[src/hdl/isqrt_pkg.sv]
// shared types and constants for the rounded integer square root
// no dependencies; used by every module of the block

package isqrt_pkg;

    // radicand width in use, lower bits of the radicand port
    localparam int RADICAND_WIDTH = 64;
    // width of the radicand port and of the root port
    localparam int RADICAND_PORT_WIDTH = 64;
    localparam int ROOT_PORT_WIDTH = 32;
    // number of root bits, one per iteration
    localparam int ROOT_WIDTH = (RADICAND_WIDTH + 1) / 2;
    localparam int ITER_WIDTH = (ROOT_WIDTH > 1) ? $clog2(ROOT_WIDTH) : 1;

    // weight of the first trial bit, 4^(ROOT_WIDTH-1)
    localparam logic [RADICAND_WIDTH-1:0] BIT_START =
        {{(RADICAND_WIDTH-1){1'b0}}, 1'b1} << (2 * (ROOT_WIDTH - 1));

    typedef enum logic [1:0] {
        ST_IDLE,
        ST_ITER,
        ST_ROUND,
        ST_OUT
    } state_t;

    // sequencer commands to the datapath
    typedef struct packed {
        logic load;
        logic step;
        logic round;
    } ctrl_t;

endpackage

[src/hdl/isqrt_unit.sv]
// datapath: remainder, partial root and trial bit, one root bit per step
// depends on isqrt_pkg

module isqrt_unit
(
    input  logic                                      clk,
    input  logic [isqrt_pkg::RADICAND_PORT_WIDTH-1:0] radicand,
    input  isqrt_pkg::ctrl_t                          ctrl,
    output logic [isqrt_pkg::ROOT_PORT_WIDTH-1:0]     root,
    output logic                                      negative_input
);

    logic [isqrt_pkg::RADICAND_WIDTH-1:0] rem_reg, rem_next;
    logic [isqrt_pkg::RADICAND_WIDTH-1:0] acc_reg, acc_next;
    logic [isqrt_pkg::RADICAND_WIDTH-1:0] bit_reg, bit_next;
    logic [isqrt_pkg::ROOT_WIDTH-1:0]     root_reg, root_next;
    logic                                 neg_reg, neg_next;

    logic [isqrt_pkg::RADICAND_WIDTH-1:0] trial;
    logic                                 fits;
    logic [isqrt_pkg::ROOT_WIDTH-1:0]     floor_root;
    logic                                 round_up;

    // acc is a multiple of 4*bit, so or-ing the trial bit is an add
    assign trial      = acc_reg | bit_reg;
    assign fits       = (rem_reg >= trial);
    assign floor_root = acc_reg[isqrt_pkg::ROOT_WIDTH-1:0];
    // rem = n - r*r; nearer to r+1 exactly when rem > r
    assign round_up   = (rem_reg > acc_reg);

    always_comb
    begin
        rem_next  = rem_reg;
        acc_next  = acc_reg;
        bit_next  = bit_reg;
        root_next = root_reg;
        neg_next  = neg_reg;
        if (ctrl.load)
        begin
            rem_next  = radicand[isqrt_pkg::RADICAND_WIDTH-1:0];
            acc_next  = '0;
            bit_next  = isqrt_pkg::BIT_START;
            root_next = '0;
            neg_next  = radicand[isqrt_pkg::RADICAND_WIDTH-1];
        end
        else if (ctrl.step)
        begin
            if (fits)
            begin
                rem_next = rem_reg - trial;
                acc_next = (acc_reg >> 1) | bit_reg;
            end
            else
            begin
                acc_next = acc_reg >> 1;
            end
            bit_next = bit_reg >> 2;
        end
        else if (ctrl.round)
        begin
            root_next = round_up ? floor_root + 1'b1 : floor_root;
        end
    end

    always_ff @(posedge clk)
    begin
        rem_reg  <= rem_next;
        acc_reg  <= acc_next;
        bit_reg  <= bit_next;
        root_reg <= root_next;
        neg_reg  <= neg_next;
    end

    assign root           = isqrt_pkg::ROOT_PORT_WIDTH'(root_reg);
    assign negative_input = neg_reg;

endmodule

[src/hdl/isqrt_ctrl.sv]
// sequencer: handshakes and iteration count for the square root datapath
// depends on isqrt_pkg

module isqrt_ctrl
(
    input  logic             clk,
    input  logic             rst_n,
    input  logic             in_valid,
    output logic             in_ready,
    input  logic             negative,
    output logic             out_valid,
    input  logic             out_ready,
    output isqrt_pkg::ctrl_t ctrl
);

    isqrt_pkg::state_t                state_reg, state_next;
    logic [isqrt_pkg::ITER_WIDTH-1:0] cnt_reg, cnt_next;
    logic                             last_iter;

    assign last_iter = (cnt_reg == isqrt_pkg::ITER_WIDTH'(isqrt_pkg::ROOT_WIDTH - 1));

    // next state
    always_comb
    begin
        state_next = state_reg;
        cnt_next   = cnt_reg;
        case (state_reg)
            isqrt_pkg::ST_IDLE:
            begin
                cnt_next = '0;
                if (in_valid)
                begin
                    state_next = negative ? isqrt_pkg::ST_OUT : isqrt_pkg::ST_ITER;
                end
            end
            isqrt_pkg::ST_ITER:
            begin
                cnt_next = cnt_reg + 1'b1;
                if (last_iter)
                begin
                    state_next = isqrt_pkg::ST_ROUND;
                end
            end
            isqrt_pkg::ST_ROUND:
            begin
                state_next = isqrt_pkg::ST_OUT;
            end
            isqrt_pkg::ST_OUT:
            begin
                if (out_ready)
                begin
                    state_next = isqrt_pkg::ST_IDLE;
                end
            end
            default:
            begin
                state_next = isqrt_pkg::ST_IDLE;
            end
        endcase
    end

    // outputs
    always_comb
    begin
        in_ready   = 1'b0;
        out_valid  = 1'b0;
        ctrl.load  = 1'b0;
        ctrl.step  = 1'b0;
        ctrl.round = 1'b0;
        case (state_reg)
            isqrt_pkg::ST_IDLE:
            begin
                in_ready  = 1'b1;
                ctrl.load = in_valid;
            end
            isqrt_pkg::ST_ITER:  ctrl.step  = 1'b1;
            isqrt_pkg::ST_ROUND: ctrl.round = 1'b1;
            isqrt_pkg::ST_OUT:   out_valid  = 1'b1;
            default:
            begin
                in_ready = 1'b0;
            end
        endcase
    end

    always_ff @(posedge clk or negedge rst_n)
    begin
        if (!rst_n)
        begin
            state_reg <= isqrt_pkg::ST_IDLE;
            cnt_reg   <= '0;
        end
        else
        begin
            state_reg <= state_next;
            cnt_reg   <= cnt_next;
        end
    end

endmodule

[src/hdl/integer_sqrt_round_nearest.sv]
// top level of the rounded integer square root
// depends on isqrt_pkg, isqrt_ctrl and isqrt_unit

// Takes one signed radicand per item and returns its square root rounded to
// the nearest integer, ties going to the lower value, with negative_input set
// and root 0 when the radicand is negative. Only the low RADICAND_WIDTH bits
// of radicand are used (64 by default). The floor root is found by the
// restoring digit-by-digit method: one shared subtract-and-compare unit
// produces one root bit per cycle, so a non-negative item goes through that
// loop once for each of its ROOT_WIDTH = 32 root bits, then a rounding step,
// and then holds its result in the output register until taken. A negative
// radicand skips the loop: its result is offered in the cycle right after
// acceptance. The block works on one item at a time; in_ready is low from
// acceptance until the result has been taken.

module integer_sqrt_round_nearest
(
    input  logic                                      clk,
    input  logic                                      rst_n,
    input  logic                                      in_valid,
    output logic                                      in_ready,
    input  logic [isqrt_pkg::RADICAND_PORT_WIDTH-1:0] radicand,
    output logic                                      out_valid,
    input  logic                                      out_ready,
    output logic [isqrt_pkg::ROOT_PORT_WIDTH-1:0]     root,
    output logic                                      negative_input
);

    isqrt_pkg::ctrl_t ctrl;

    // sequencer: idle, iteration, rounding and result-hold states
    isqrt_ctrl u_ctrl
    (
        .clk       (clk),
        .rst_n     (rst_n),
        .in_valid  (in_valid),
        .in_ready  (in_ready),
        .negative  (radicand[isqrt_pkg::RADICAND_WIDTH-1]),
        .out_valid (out_valid),
        .out_ready (out_ready),
        .ctrl      (ctrl)
    );

    // shared datapath; root and flag registers stay put while out_valid is high
    isqrt_unit u_unit
    (
        .clk            (clk),
        .radicand       (radicand),
        .ctrl           (ctrl),
        .root           (root),
        .negative_input (negative_input)
    );

endmodule

[config.mk]
export PLATFORM = sky130hd
export DESIGN_NAME = integer_sqrt_round_nearest
export DESIGN_NICKNAME = d
export VERILOG_FILES = /design/src/hdl/isqrt_pkg.sv /design/src/hdl/isqrt_unit.sv /design/src/hdl/isqrt_ctrl.sv /design/src/hdl/integer_sqrt_round_nearest.sv
export SDC_FILE = /design/constraint.sdc
export NUM_CORES = 1
export LEC_CHECK = 0
export ABC_AREA = 1
export BUFFER_PORTS_ARGS = -buffer_cell sky130_fd_sc_hd__buf_2
export CAP_MARGIN = 25
export CORE_MARGIN = 2
export CORE_UTILIZATION = 50
export CTS_CLUSTER_DIAMETER = 200
export DETAILED_ROUTE_END_ITERATION = 10
export HOLD_SLACK_MARGIN = 0.03
export MAX_ROUTING_LAYER = met4
export PLACE_DENSITY = 0.68
export SYNTH_ARGS = -nofsm -noshare
export SYNTH_HDL_FRONTEND = slang
export SYNTH_SLANG_ARGS = --single-unit
[constraint.sdc]
create_clock -name clk -period 8.3 [get_ports clk]
set_input_delay 0.83 -clock clk [delete_from_list [all_inputs] [get_ports clk]]
set_output_delay 0.83 -clock clk [all_outputs]
set_load 0.02 [all_outputs]
* Word-level counts from Yosys, hierarchy flattened
Index checks and enable logic that the tools add are counted.
Cells by class: add/subtract/negate cells 3, magnitude comparators 2, equality and inequality tests 7, multiplexer cells 16, bitwise logic cells 3, reductions and logical operators 7
Operators by type and width (number):
- 64-bit two-way mux | 4
- 64-bit greater-or-equal comparator | 1
- 64-bit greater-than comparator | 1
- 64-bit by 63-bit bitwise OR with 64-bit output | 1
- 64-bit subtractor | 1
- 63-bit bitwise OR | 1
- 32-bit by 1-bit adder with 32-bit output (second input constant) | 1
- 32-bit two-way mux | 1
- 5-bit one-hot mux with 2 select lines | 1
- 2-bit two-way mux | 4
- 2-bit one-hot mux with 4 select lines | 1
- 2-bit nonzero test | 3
- 5-bit by 1-bit adder with 5-bit output (second input constant) | 1
- 5-bit equality test (second input constant) | 1
- 1-bit two-way mux | 5
- 2-bit equality test (second input constant) | 2
- 2-bit != test (second input constant) | 2
- 2-bit AND reduction | 2
- 3-bit AND reduction | 1
- 2-bit by 1-bit equality test with 1-bit output (second input constant) | 1
- 2-bit zero test | 1
- 2-bit by 1-bit != test with 1-bit output (second input constant) | 1
- 1-bit NOT | 1
Storage, ports and cells: register bits 200, output and inout bits 35, logic and storage cells 45

* Depth between registers and ports, before layout
Gate-level depths: netlist (run 1).
depth in word-level cells 5, mapped depth 21, depth with buffers taken out 20

* By module
From an unflattened synthesis (run 1), not the netlist that was laid out.
Second synthesis, totals: cells, all modules 2363, area total of the unflattened synthesis 15320.9 µm²
By module, submodules not included:
- isqrt_unit | times used 1, cells an instance 2302, area each 14850.5 µm², sequential area each 4494.3 µm²
- isqrt_ctrl | times used 1, cells an instance 61, area each 470.5 µm², sequential area each 175.2 µm²

* Worst setup path after synthesis (run 1)
No wires, ideal clock.
kind reg2reg, start register u_unit.acc_reg[0] (netlist bit), end register u_unit.rem_reg[0] (netlist bit), enable pin, library setup time 424 ps, data arrival time 3633 ps, data required time 7876 ps, setup slack 4243 ps, cell stages (with the launch flop) 16, clock period less this slack 4057 ps, path through dfxtp_1 -> or2_2 -> ha_1 -> fa_1 -> inv_1 -> nand3_1 -> nand2_2 -> a21oi_2 -> o21ai_2 -> nand2_2 -> nand3_2 -> nand2_2 -> nand2_4 -> buf_12 -> nand2_1 -> nand2_1
On the way: cells in the longest elaborated chain, start to end 4
RTL lines:
- start, declared | line isqrt_unit.sv:14 | logic [isqrt_pkg::RADICAND_WIDTH-1:0] acc_reg, acc_next;
- start signal, assigned | line isqrt_unit.sv:68 | acc_reg <= acc_next;
- 64-bit by 63-bit bitwise OR with 64-bit output | line isqrt_unit.sv:25 | assign trial = acc_reg | bit_reg;
- 64-bit greater-or-equal comparator | line isqrt_unit.sv:26 | assign fits = (rem_reg >= trial);
- 2-bit nonzero test (no line)
- 2-bit AND reduction (no line)
- end signal, assigned | line isqrt_unit.sv:67 | rem_reg <= rem_next;
- end, declared | line isqrt_unit.sv:13 | logic [isqrt_pkg::RADICAND_WIDTH-1:0] rem_reg, rem_next;
No other way between the ends. A chain may end at the register's enable or synchronous reset.

* Worst setup path after layout (run 1)
start register u_unit.acc_reg[0] (netlist bit), end register u_unit.rem_reg[24] (netlist bit), enable pin
The elaborated chain is that of the path after synthesis.

==> reports/results.ini, run 1 <==
[outcome]
status = finished, final reports clean

[worst_setup_path]
reg2reg_from = u_unit.acc_reg[0]$_SDFFE_PP0P_
worstPathCellList = or2_2, ha_1, fa_1, inv_1, nand3_1, nand2_2, a21oi_2, o21ai_2, nand2_2, nand3_2, nand2_2, nand2_4, nand2_1, nand2_2, buf_4
cp_max_fo = 64
reg2reg_depth = 15
cp-end-kind = register
startpoint_type = register
rrSetupSlack_ns = 4.16
critical_path_required_ns = 8.38
slowest_stage = buf_4
cp_common_cell = nand2_2
path_class = reg2reg
slowest_delay_ns = 0.74
crit_path_end = u_unit.rem_reg[24]$_DFFE_PP_
critPathArrivalTime_ns = 4.22
r2r-end = u_unit.rem_reg[24]$_DFFE_PP_
startpoint = u_unit.acc_reg[0]$_SDFFE_PP0P_

[synthesis]
synth_area_leaders = dfxtp_1, edfxtp_1, nand2_1
synth.yosys.warnings = 0
synth_enable_flop_cells = 65
synth_area_per_cell_um2 = 6.67
ys_seq_area_share_pct = 30.4
yosys.area.top_type_share_pct = 16.5
yosysTopAreaCell = dfxtp_1
synthCells = 2308
synth_most_common_cell = nand2_1
synth_seq_cells = 199
synth_flop_cell = dfxtp_1
synth_nets = 2479
ys_types = 54
syn_area_um2 = 15400
async_reset_ff_share_pct = 3.52
yosys-top-cells-count = nand2_1, nor2_1, inv_1, o21ai_0, a21oi_1

[floorplanning]
rows = 64
initial_core_util_pct = 50.6
num_io_pins = 103
die_x_um = 179
fp.coreArea_um2 = 30400
dieArea_um2 = 32200
die_h_um = 179

[detailed_routing]
drtIter0Drc = 1498
first_pass_iters = 6
antenna_left = 0
wirelength_um = 50600
vias = 15500
post_drt_via_cell_ratio = 5.62
drc = 0
post_drt_wl_per_cell_um = 18.3

[global_routing]
grt_first_pass_wirelength_um = 78200
grt_pass1_vias = 14100
grt_start_max_net_pins = 93
grtUsageTotal_pct = 31.9
antenna_found_initial = 0
grt_overflow_total = 0

[worst_hold_path]
min_path_type = in2async

[sta]
clock.fmax_ghz = 0.242
finalCriticalPeriod_ns = 4.14
setup_viol = 0
fin_ws_ns = 4.16
maxSlewViolCount = 0
rsz0062_at_grt = false
tns_ns = 0
fin_crit_sh_pct = 49.9
slew_headroom_pct = 35.3
hold_violations = 0
skew_ns = 0.0149
worstMarginPinSlew_ns = 0.971

[finish]
area_delta_synth_final_pct = 8.04
largest_reg_flops = 64
final_layout_size_suffix_gt1_share_pct = 10.9
n_fill_cell = 3101
layout.nets = 2525
n_antenna_cell = 0
post-route-cell-area_um2 = 16600

[clock_tree]
clkTransAtPathRegs_ns = 0.08
cts_max_level = 4
cts_max_path_buffers = 2
post_cts_buffers = 0
numCtsBuffers = 17
cts_sinks = 199
cts_resized = 0
clk_latency_ns = 0.46
hold_buffers = 0
cts_tree = built
clock_tree.root_cell = clkbuf_16

[place]
hpwlAfterDp_um = 40100
post_dp_cell_area_um2 = 16000
gp_congestion = 1.01
io_buffers = 102
dpl_worst_slack_ns = 4.23

[run]
cap_violations = 0

## kinds of logic after synthesis
kind of cell | share of synthesized area (%)
AOI/OAI and AO/OA | 17.0
xor gates and xnor gates | 2.33
adders and majority gates | 8.43
buffers and inverters | 9.81
DFF | 30.4
and+or+nand+nor | 32.1
## worst max-delay path, delay by kind of cell (launching register included)
family,cells,cell delay [ns]
adder cells (fa/ha/maj),2,0.58
flip-flops,1,0.40
AND/OR/NAND/NOR,9,1.47
buffers and inverters,2,0.84
AO/OA/AOI/OAI,2,0.37
## how the worst min path moves through the flow
stage	slack, ns	cells past startpoint	endpoint
4_1_cts	0.19	1	u_ctrl.state_reg[0]$_DFFE_PN0P_
3_5_place_dp	0.47	2	u_unit.root[1]$_SDFFE_PP0P_
6_report	0.20	1	u_ctrl.state_reg[0]$_DFFE_PN0P_
3_3_place_gp	0.46	2	u_unit.root[1]$_SDFFE_PP0P_
2_1_floorplan	0.45	2	u_unit.bit_reg[62]$_SDFFE_PP1P_
5_1_grt	0.20	1	u_ctrl.state_reg[0]$_DFFE_PN0P_
## cells in the final DEF, fill, tap and decap left out, types with 2 or more instances in the layout
cell type / netlist / final
nor2_2: 9 / 9
o21bai_1: 11 / 11
nor4_1: 6 / 6
nor3_1: 29 / 29
a21oi_2: 34 / 34
dfrtp_1: 7 / 7
o21ai_0: 184 / 184
a31oi_1: 26 / 26
nand4_1: 33 / 33
nand2_4: 1 / 2
clkinvlp_4: 0 / 2
a22o_1: 2 / 2
nand2_1: 520 / 518
clkbuf_16: 0 / 18
nor3_2: 2 / 2
xnor2_1: 14 / 14
nand3b_1: 9 / 9
nand3_1: 139 / 139
clkinv_8: 0 / 2
inv_1: 271 / 270
a21oi_1: 163 / 163
buf_2: 12 / 102
nand3_2: 30 / 30
nor3_4: 2 / 2
or2_2: 8 / 8
nand2_2: 12 / 13
o211ai_1: 2 / 2
buf_4: 7 / 8
edfxtp_1: 65 / 65
ha_1: 102 / 100
nor2_1: 327 / 327
inv_6: 0 / 4
dfxtp_1: 127 / 127
a21o_1: 6 / 6
inv_8: 0 / 4
o21a_1: 13 / 13
xor2_1: 27 / 27
a21boi_0: 10 / 10
inv_2: 9 / 9
o21ai_1: 13 / 13
## metrics by stage
stage,cells,utilization [%],hold slack (ns)
2_1_floorplan,2308,-,0.454
3_3_place_gp,2731,52.7,0.464
3_5_place_dp,2731,52.7,0.466
4_1_cts,2763,54.6,0.194
5_1_grt,2763,54.6,0.196
6_report,2763,54.6,0.202
## area by class of cell
class	count	area (um^2)	area share (%)
flip-flops and latches	199	4670	28.1
repair buffers	110	571	3.43
multi-input cells	1745	9230	55.5
clock inverters	13	130	0.783
inverters	281	1060	6.38
clock buffers	19	464	2.79
well taps	396	495	2.98
## metal layers
metal  global-route usage [%]  part of all wire (%)
met5                        -                     0
met4                     7.77                   2.1
met3                     4.94                   8.5
met2                     44.8                    41
met1                     47.6                    48
Power of run 1 is left out: the tool's default activity adds up to more than one toggle a clock period on the data nets, which glitch-free logic cannot reach.
==> run 2, diff against run 1 <==
- ABC_AREA: 1 -> 0
- PLACE_DENSITY: 0.68 -> 0.71
- clock period: 8.3 -> 3.7 ns (I/O delays scaled with it)
==> run 2 against run 1 <==
  * Sequential share of layout area is 2.0 points higher
  * Worst hold slack gained 0.0025 ns
  * Routed wire length shrank 24%
  * Non-clock buffer count up 61
  * Count of clock-buffer cells in the layout fell by 2
  * Register-to-register slack worse by 4.0 ns
  * Sequential cell count unchanged
  * Critical endpoint is now u_unit.rem_reg[58]$_DFFE_PP_
  * Largest cell class unchanged
==> reports/results.ini, run 2 <==
[outcome]
status = finished, final reports clean

[synthesis]
synthCells = 1672
yosys.area.top_type_share_pct = 18.6
synth_flop_cell = dfxtp_1
yosys-top-cells-count = nor2_1, a21oi_1, dfxtp_1, ha_1, inv_1
synth_nets = 1843
synth.yosys.warnings = 0
synth_area_leaders = dfxtp_1, edfxtp_1, ha_1
synth_seq_cells = 199
ys_types = 79
synth_enable_flop_cells = 65
yosysTopAreaCell = dfxtp_1
synth_most_common_cell = nor2_1
synth_area_per_cell_um2 = 8.18
async_reset_ff_share_pct = 3.52
syn_area_um2 = 13700
ys_seq_area_share_pct = 34.2

[finish]
post-route-util_pct = 57.8
n_antenna_cell = 0
area_delta_synth_final_pct = 13.6
post-route-cell-area_um2 = 15500
final_layout_size_suffix_gt1_share_pct = 13.4
final_cell_mix = nor2_1, a21oi_1, dfxtp_1
n_fill_cell = 2492
final_common_cell = nor2_1
instances_no_fill = 2107
layout.nets = 1924
largest_reg_flops = 64

[sta]
hold_violations = 0
fin_crit_sh_pct = 95.1
tns_ns = 0
rsz0062_at_grt = true
setup_viol = 0
fin_ws_ns = 0.181
worstMarginPinSlew_ns = 0.836
finalCriticalPeriod_ns = 3.52
slew_headroom_pct = 44.3
skew_ns = 0.0161
maxSlewViolCount = 0
clock.fmax_ghz = 0.284

[worst_setup_path]
path_class = reg2reg
critical_path_required_ns = 3.87
startpoint_type = register
cp-end-kind = register
cp_max_fo = 4
critPathArrivalTime_ns = 3.69
reg2reg_depth = 13

[floorplanning]
dieArea_um2 = 28700
initial_core_util_pct = 50.9
die_h_um = 169
rows = 60
num_io_pins = 103
die_x_um = 169
fp.coreArea_um2 = 26900

[place]
hpwlAfterDp_um = 27900
gp_congestion = 0.954
io_buffers = 102
dpl_worst_slack_ns = -0.0369
dp.cells = 2064
post_dp_cell_area_um2 = 14800

[detailed_routing]
post_drt_wl_per_cell_um = 18.3
drc = 0
post_drt_via_cell_ratio = 6.00
antenna_left = 0
first_pass_iters = 6
wirelength_um = 38600
vias = 12600
drtIter0Drc = 987

[clock_tree]
cts_tree = built
clkTransAtPathRegs_ns = 0.08
cts_max_level = 4
numCtsBuffers = 17
clock_tree.root_cell = clkbuf_16
cts_max_path_buffers = 2
cts_sinks = 199
clk_latency_ns = 0.45

[power]
p_leak_nw = 6.05
power_density_nw_per_um2 = 1090
max-vdd-ir-drop_v = 0.000673

[global_routing]
antenna_found_initial = 0
grt_start_max_net_pins = 197
grt_first_pass_wirelength_um = 61700
grtUsageTotal_pct = 27.6
grt_pass1_vias = 12000
grt_overflow_total = 0

[worst_hold_path]
min_path_type = in2reg
min_delay_path_depth = 3

[run]
cap_violations = 0

[run 2: layer usage]
| metal | part of all wire (%) | GRT usage [%] | wire length, um |
|---|---|---|---|
| met5 | 0 | - | 0 |
| met3 | 4.4 | 2.78 | 1690 |
| met4 | 2.4 | 8.21 | 918 |
| met2 | 48 | 46.6 | 18400 |
| met1 | 46 | 35.0 | 17600 |
[run 2: stage by stage]
stage | hold slack (ns) | power [mW]
6_report | 0.205 | 16.9
2_1_floorplan | 0.0744 | 11.7
4_1_cts | 0.203 | 16.7
5_1_grt | 0.199 | 18.2
3_5_place_dp | 0.212 | 14.6
3_3_place_gp | 0.212 | 14.4
[run 2: cell families after synthesis]
| group | Yosys count | share of synthesized area, % |
|---|---|---|
| AOI/OAI and AO/OA | 501 | 22.6 |
| xor gates and xnor gates | 80 | 5.13 |
| adders and majority gates | 103 | 9.48 |
| buffers and inverters | 203 | 5.78 |
| DFF | 199 | 34.2 |
| muxes | 65 | 4.76 |
| and+or+nand+nor | 521 | 18.1 |
[run 2: path summary, 6_finish.rpt]
path / startpoint / end / slack (ns)
max: u_unit.acc_reg[0]$_SDFFE_PP0P_ / u_unit.rem_reg[58]$_DFFE_PP_ / 0.18
min: radicand[4] / u_unit.rem_reg[4]$_DFFE_PP_ / 0.20
max reg2reg: u_unit.acc_reg[0]$_SDFFE_PP0P_ / u_unit.rem_reg[58]$_DFFE_PP_ / 0.18
min reg2reg: u_unit.acc_reg[47]$_SDFFE_PP0P_ / u_unit.acc_reg[47]$_SDFFE_PP0P_ / 0.50
max in group asynchronous: rst_n / u_ctrl.cnt_reg[1]$_DFFE_PN0P_ / 3.25
min in group asynchronous: rst_n / u_ctrl.cnt_reg[4]$_DFFE_PN0P_ / 0.28
[run 2: area by class of cell]
class	instances	area, um^2	area share, %
multi-input combinational	1270	8350	53.8
inverter	94	355	2.29
clock inverter	15	174	1.12
clock buffer	17	425	2.74
sequential	199	4670	30.1
timing repair buffer	171	1130	7.25
tap	341	427	2.75
[run 2: critical path, stage by stage, from the launching register on]
cell       delay [ns]
dfxtp_2          0.33
or2_4            0.25
ha_4             0.16
fa_2             0.34
and2b_1          0.21
o21ai_2          0.08
o21ai_4          0.22
a211oi_4         0.11
a2111oi_4        0.38
o211ai_2         0.17
a2111oi_4        0.43
o21ai_2          0.15
a2111oi_2        0.31
a21oi_1          0.10
[run 2: report_power, final]
part / leakage, nW / internal [mW] / switching [mW]
clock network: 0.297 / 0.929 / 1.02
logic: 4.01 / 4.30 / 6.70
registers: 1.74 / 3.46 / 0.483
[run 2: what timing repair did]
item | 4_1_cts | 5_1_grt
pin swaps | 4 | 15
setup endpoints to repair | 41 | 73
setup buffers | 4 | 4
gates resized for setup | 1 | 7
endpoints found under the hold margin | 7 | 0
hold buffers | 1 | 0
gates cloned | 1 | 0
(Power assumes the default switching activity.)
==> run 3, diff against run 2 <==
- CORE_UTILIZATION: 50 -> 56
- PLACE_DENSITY: 0.71 -> 0.78
- SETUP_SLACK_MARGIN: unset -> 0.3
==> run 3 against run 2 <==
  * Combinational power grew 5%
  * Sequential share of layout area is 0.57 points lower
  * Sequential cell count stayed put
  * Design area increased by 2.2%
  * Register-to-register slack got worse by 0.08 ns
  * Sequential power up 1%
  * Cell count down 0.62%
  * Via count is 2.6% higher
  * Critical path depth grew 3
  * Maximum frequency shrank 2.4%
==> reports/results.ini, run 3 (synthesized netlist as in run 2, its figures left out) <==
[power]
clkPwrFrac_pct = 10.9
p_int_mw = 9.11
switching_share_pct = 48.0
netSwitchingPower_mw = 8.41
comb_power_share_pct = 66.4
max-vdd-ir-drop_v = 0.000539
power_density_nw_per_um2 = 1100
p_leak_nw = 6.10
pwr-share-seq_pct = 22.7

[place]
post_dp_cell_area_um2 = 14600
io_buffers = 102
gp_congestion = 0.975
hpwlAfterDp_um = 27100
dp.cells = 2035

[global_routing]
grt_overflow_total = 0
antenna_found_initial = 0
grt_start_max_net_pins = 197
grtUsageTotal_pct = 30.0
grt_pass1_vias = 12100
grt_first_pass_wirelength_um = 61200

[floorplanning]
fp.coreArea_um2 = 24100
initial_core_util_pct = 56.7
rows = 57
dieArea_um2 = 25700
die_h_um = 160
die_x_um = 160
num_io_pins = 103

[finish]
post-route-cell-area_um2 = 15900
area_delta_synth_final_pct = 16.1
final_cell_mix = nor2_1, a21oi_1, dfxtp_1
layout.nets = 1928
final_layout_size_suffix_gt1_share_pct = 16.2
final_common_cell = nor2_1
n_fill_cell = 2034
instances_no_fill = 2094
largest_reg_flops = 64
n_antenna_cell = 0

[sta]
finalCriticalPeriod_ns = 3.60
timing.hold.ws_ns = 0.179
hold_violations = 0
rsz0062_at_grt = true
worstMarginPinSlew_ns = 1.04
slew_headroom_pct = 30.4
fin_crit_sh_pct = 97.4
maxSlewViolCount = 0
clock.fmax_ghz = 0.277
skew_ns = 0.0114
setup_viol = 0

[detailed_routing]
highest_layer = met4
post_drt_wl_per_cell_um = 18.5
first_pass_iters = 9
drtIter0Drc = 1245
post_drt_via_cell_ratio = 6.20
antenna_left = 0
vias = 13000
wirelength_um = 38600
met3WireLength_um = 2470
met1_length_um = 16400
dr_wl_met2_um = 18500
drc = 0

[outcome]
status = finished, final reports clean

[clock_tree]
clkTransAtPathRegs_ns = 0.08
cts_max_level = 4
cts_sinks = 199
numCtsBuffers = 17
clock_tree.root_cell = clkbuf_16
cts_max_path_buffers = 2
clk_latency_ns = 0.45
cts_tree = built

[worst_setup_path]
critical_path_required_ns = 3.86
startpoint_type = register
path_class = reg2reg
cp-end-kind = register
cp_max_fo = 6
critPathArrivalTime_ns = 3.77

[worst_hold_path]
min_path_type = in2reg

[run]
cap_violations = 0

-- run 3: cell count changes in the layout (fill, tap and decap cells not counted), moves of 3 or more --
| cell | change |
|---|---|
| ha_1 | -11 |
| dfxtp_1 | -9 |
| a21oi_1 | -5 |
| buf_4 | -8 |
| clkbuf_16 | +3 |
| dfxtp_2 | +9 |
| inv_12 | -3 |
| ha_2 | +9 |
| o21ai_0 | -3 |
| a21oi_2 | +3 |
| buf_6 | +7 |
| nor4_2 | +4 |
| nor4_1 | -4 |
-- run 3: worst max-delay path: stages (launching register included) --
cell and delay, ns:
dfxtp_2 0.32, or2_4 0.25, ha_4 0.16, fa_2 0.34, and2b_1 0.21, o21ai_2 0.08
o21ai_4 0.23, buf_6 0.14, a221oi_2 0.05, nand3b_1 0.20, a21oi_2 0.21, nor2_2 0.07
a2111oi_4 0.33, o32ai_4 0.15, o21ai_4 0.22, buf_6 0.18, clkbuf_16 0.16
-- run 3: path summary, 6_finish.rpt --
check / from / endpoint / slack [ns] / cells past startpoint
setup / recovery: u_unit.acc_reg[0]$_SDFFE_PP0P_ / u_unit.rem_reg[63]$_DFFE_PP_ / 0.1 / 16
hold reg to reg: u_unit.bit_reg[6]$_SDFFE_PP0P_ / u_unit.acc_reg[6]$_SDFFE_PP0P_ / 0.50 / 2
min in group asynchronous: rst_n / u_ctrl.cnt_reg[4]$_DFFE_PN0P_ / 0.30 / 2
hold / removal: radicand[63] / u_unit.negative_input$_DFFE_PP_ / 0.18 / 1
max in group asynchronous: rst_n / u_ctrl.cnt_reg[2]$_DFFE_PN0P_ / 3.25 / 2
setup reg to reg: u_unit.acc_reg[0]$_SDFFE_PP0P_ / u_unit.rem_reg[63]$_DFFE_PP_ / 0.1 / 16
-- run 3: layer usage --
| layer | global-route usage (%) | up-vias |
|---|---|---|
| met5 | - | - |
| met4 | 10.0 | 0 |
| met3 | 3.58 | 104 |
| met2 | 49.7 | 560 |
| met1 | 38.3 | 6101 |
| li1 | - | 6212 |
-- run 3: stage by stage --
step | setup slack [ns] | utilization (%) | total power [mW] | TNS, ns
2_1_floorplan | -0.671 | - | 11.7 | -42.98
3_5_place_dp | 0.0247 | 60.8 | 14.5 | 0
6_report | 0.0958 | 65.8 | 17.5 | 0
5_1_grt | -0.0231 | 65.8 | 18.7 | -0.324
3_3_place_gp | 0.0616 | 60.8 | 14.2 | 0
4_1_cts | 0.0766 | 64.3 | 16.8 | 0
-- run 3: repair_timing --
item / in CTS / in global routing
hold buffers: 1 / 0
endpoints found under the hold margin: 7 / 0
endpoints found under the setup margin: 136 / 152
pin swaps: 20 / 19
gates resized for setup: 19 / 55
setup buffers: 12 / 7
cloned: 2 / 4
-- run 3: area by class of cell --
cell class / count / area [um^2] / area share, %
clock buffers: 20 / 447 / 2.82
inverters: 94 / 355 / 2.24
multi-input cells: 1270 / 8580 / 54.0
well taps: 324 / 405 / 2.55
repair buffers: 175 / 1270 / 7.99
clock inverters: 12 / 135 / 0.852
flip-flops and latches: 199 / 4680 / 29.5
-- run 3: power groups by stage --
stage | Sequential (mW) | Combinational [mW] | Clock, mW
2_1_floorplan | 4.08 | 7.61 | 0
3_3_place_gp | 3.96 | 10.2 | 0
3_5_place_dp | 4.00 | 10.5 | 0
4_1_cts | 3.95 | 10.9 | 1.91
5_1_grt | 4.05 | 12.6 | 2.00
6_report | 3.98 | 11.6 | 1.90
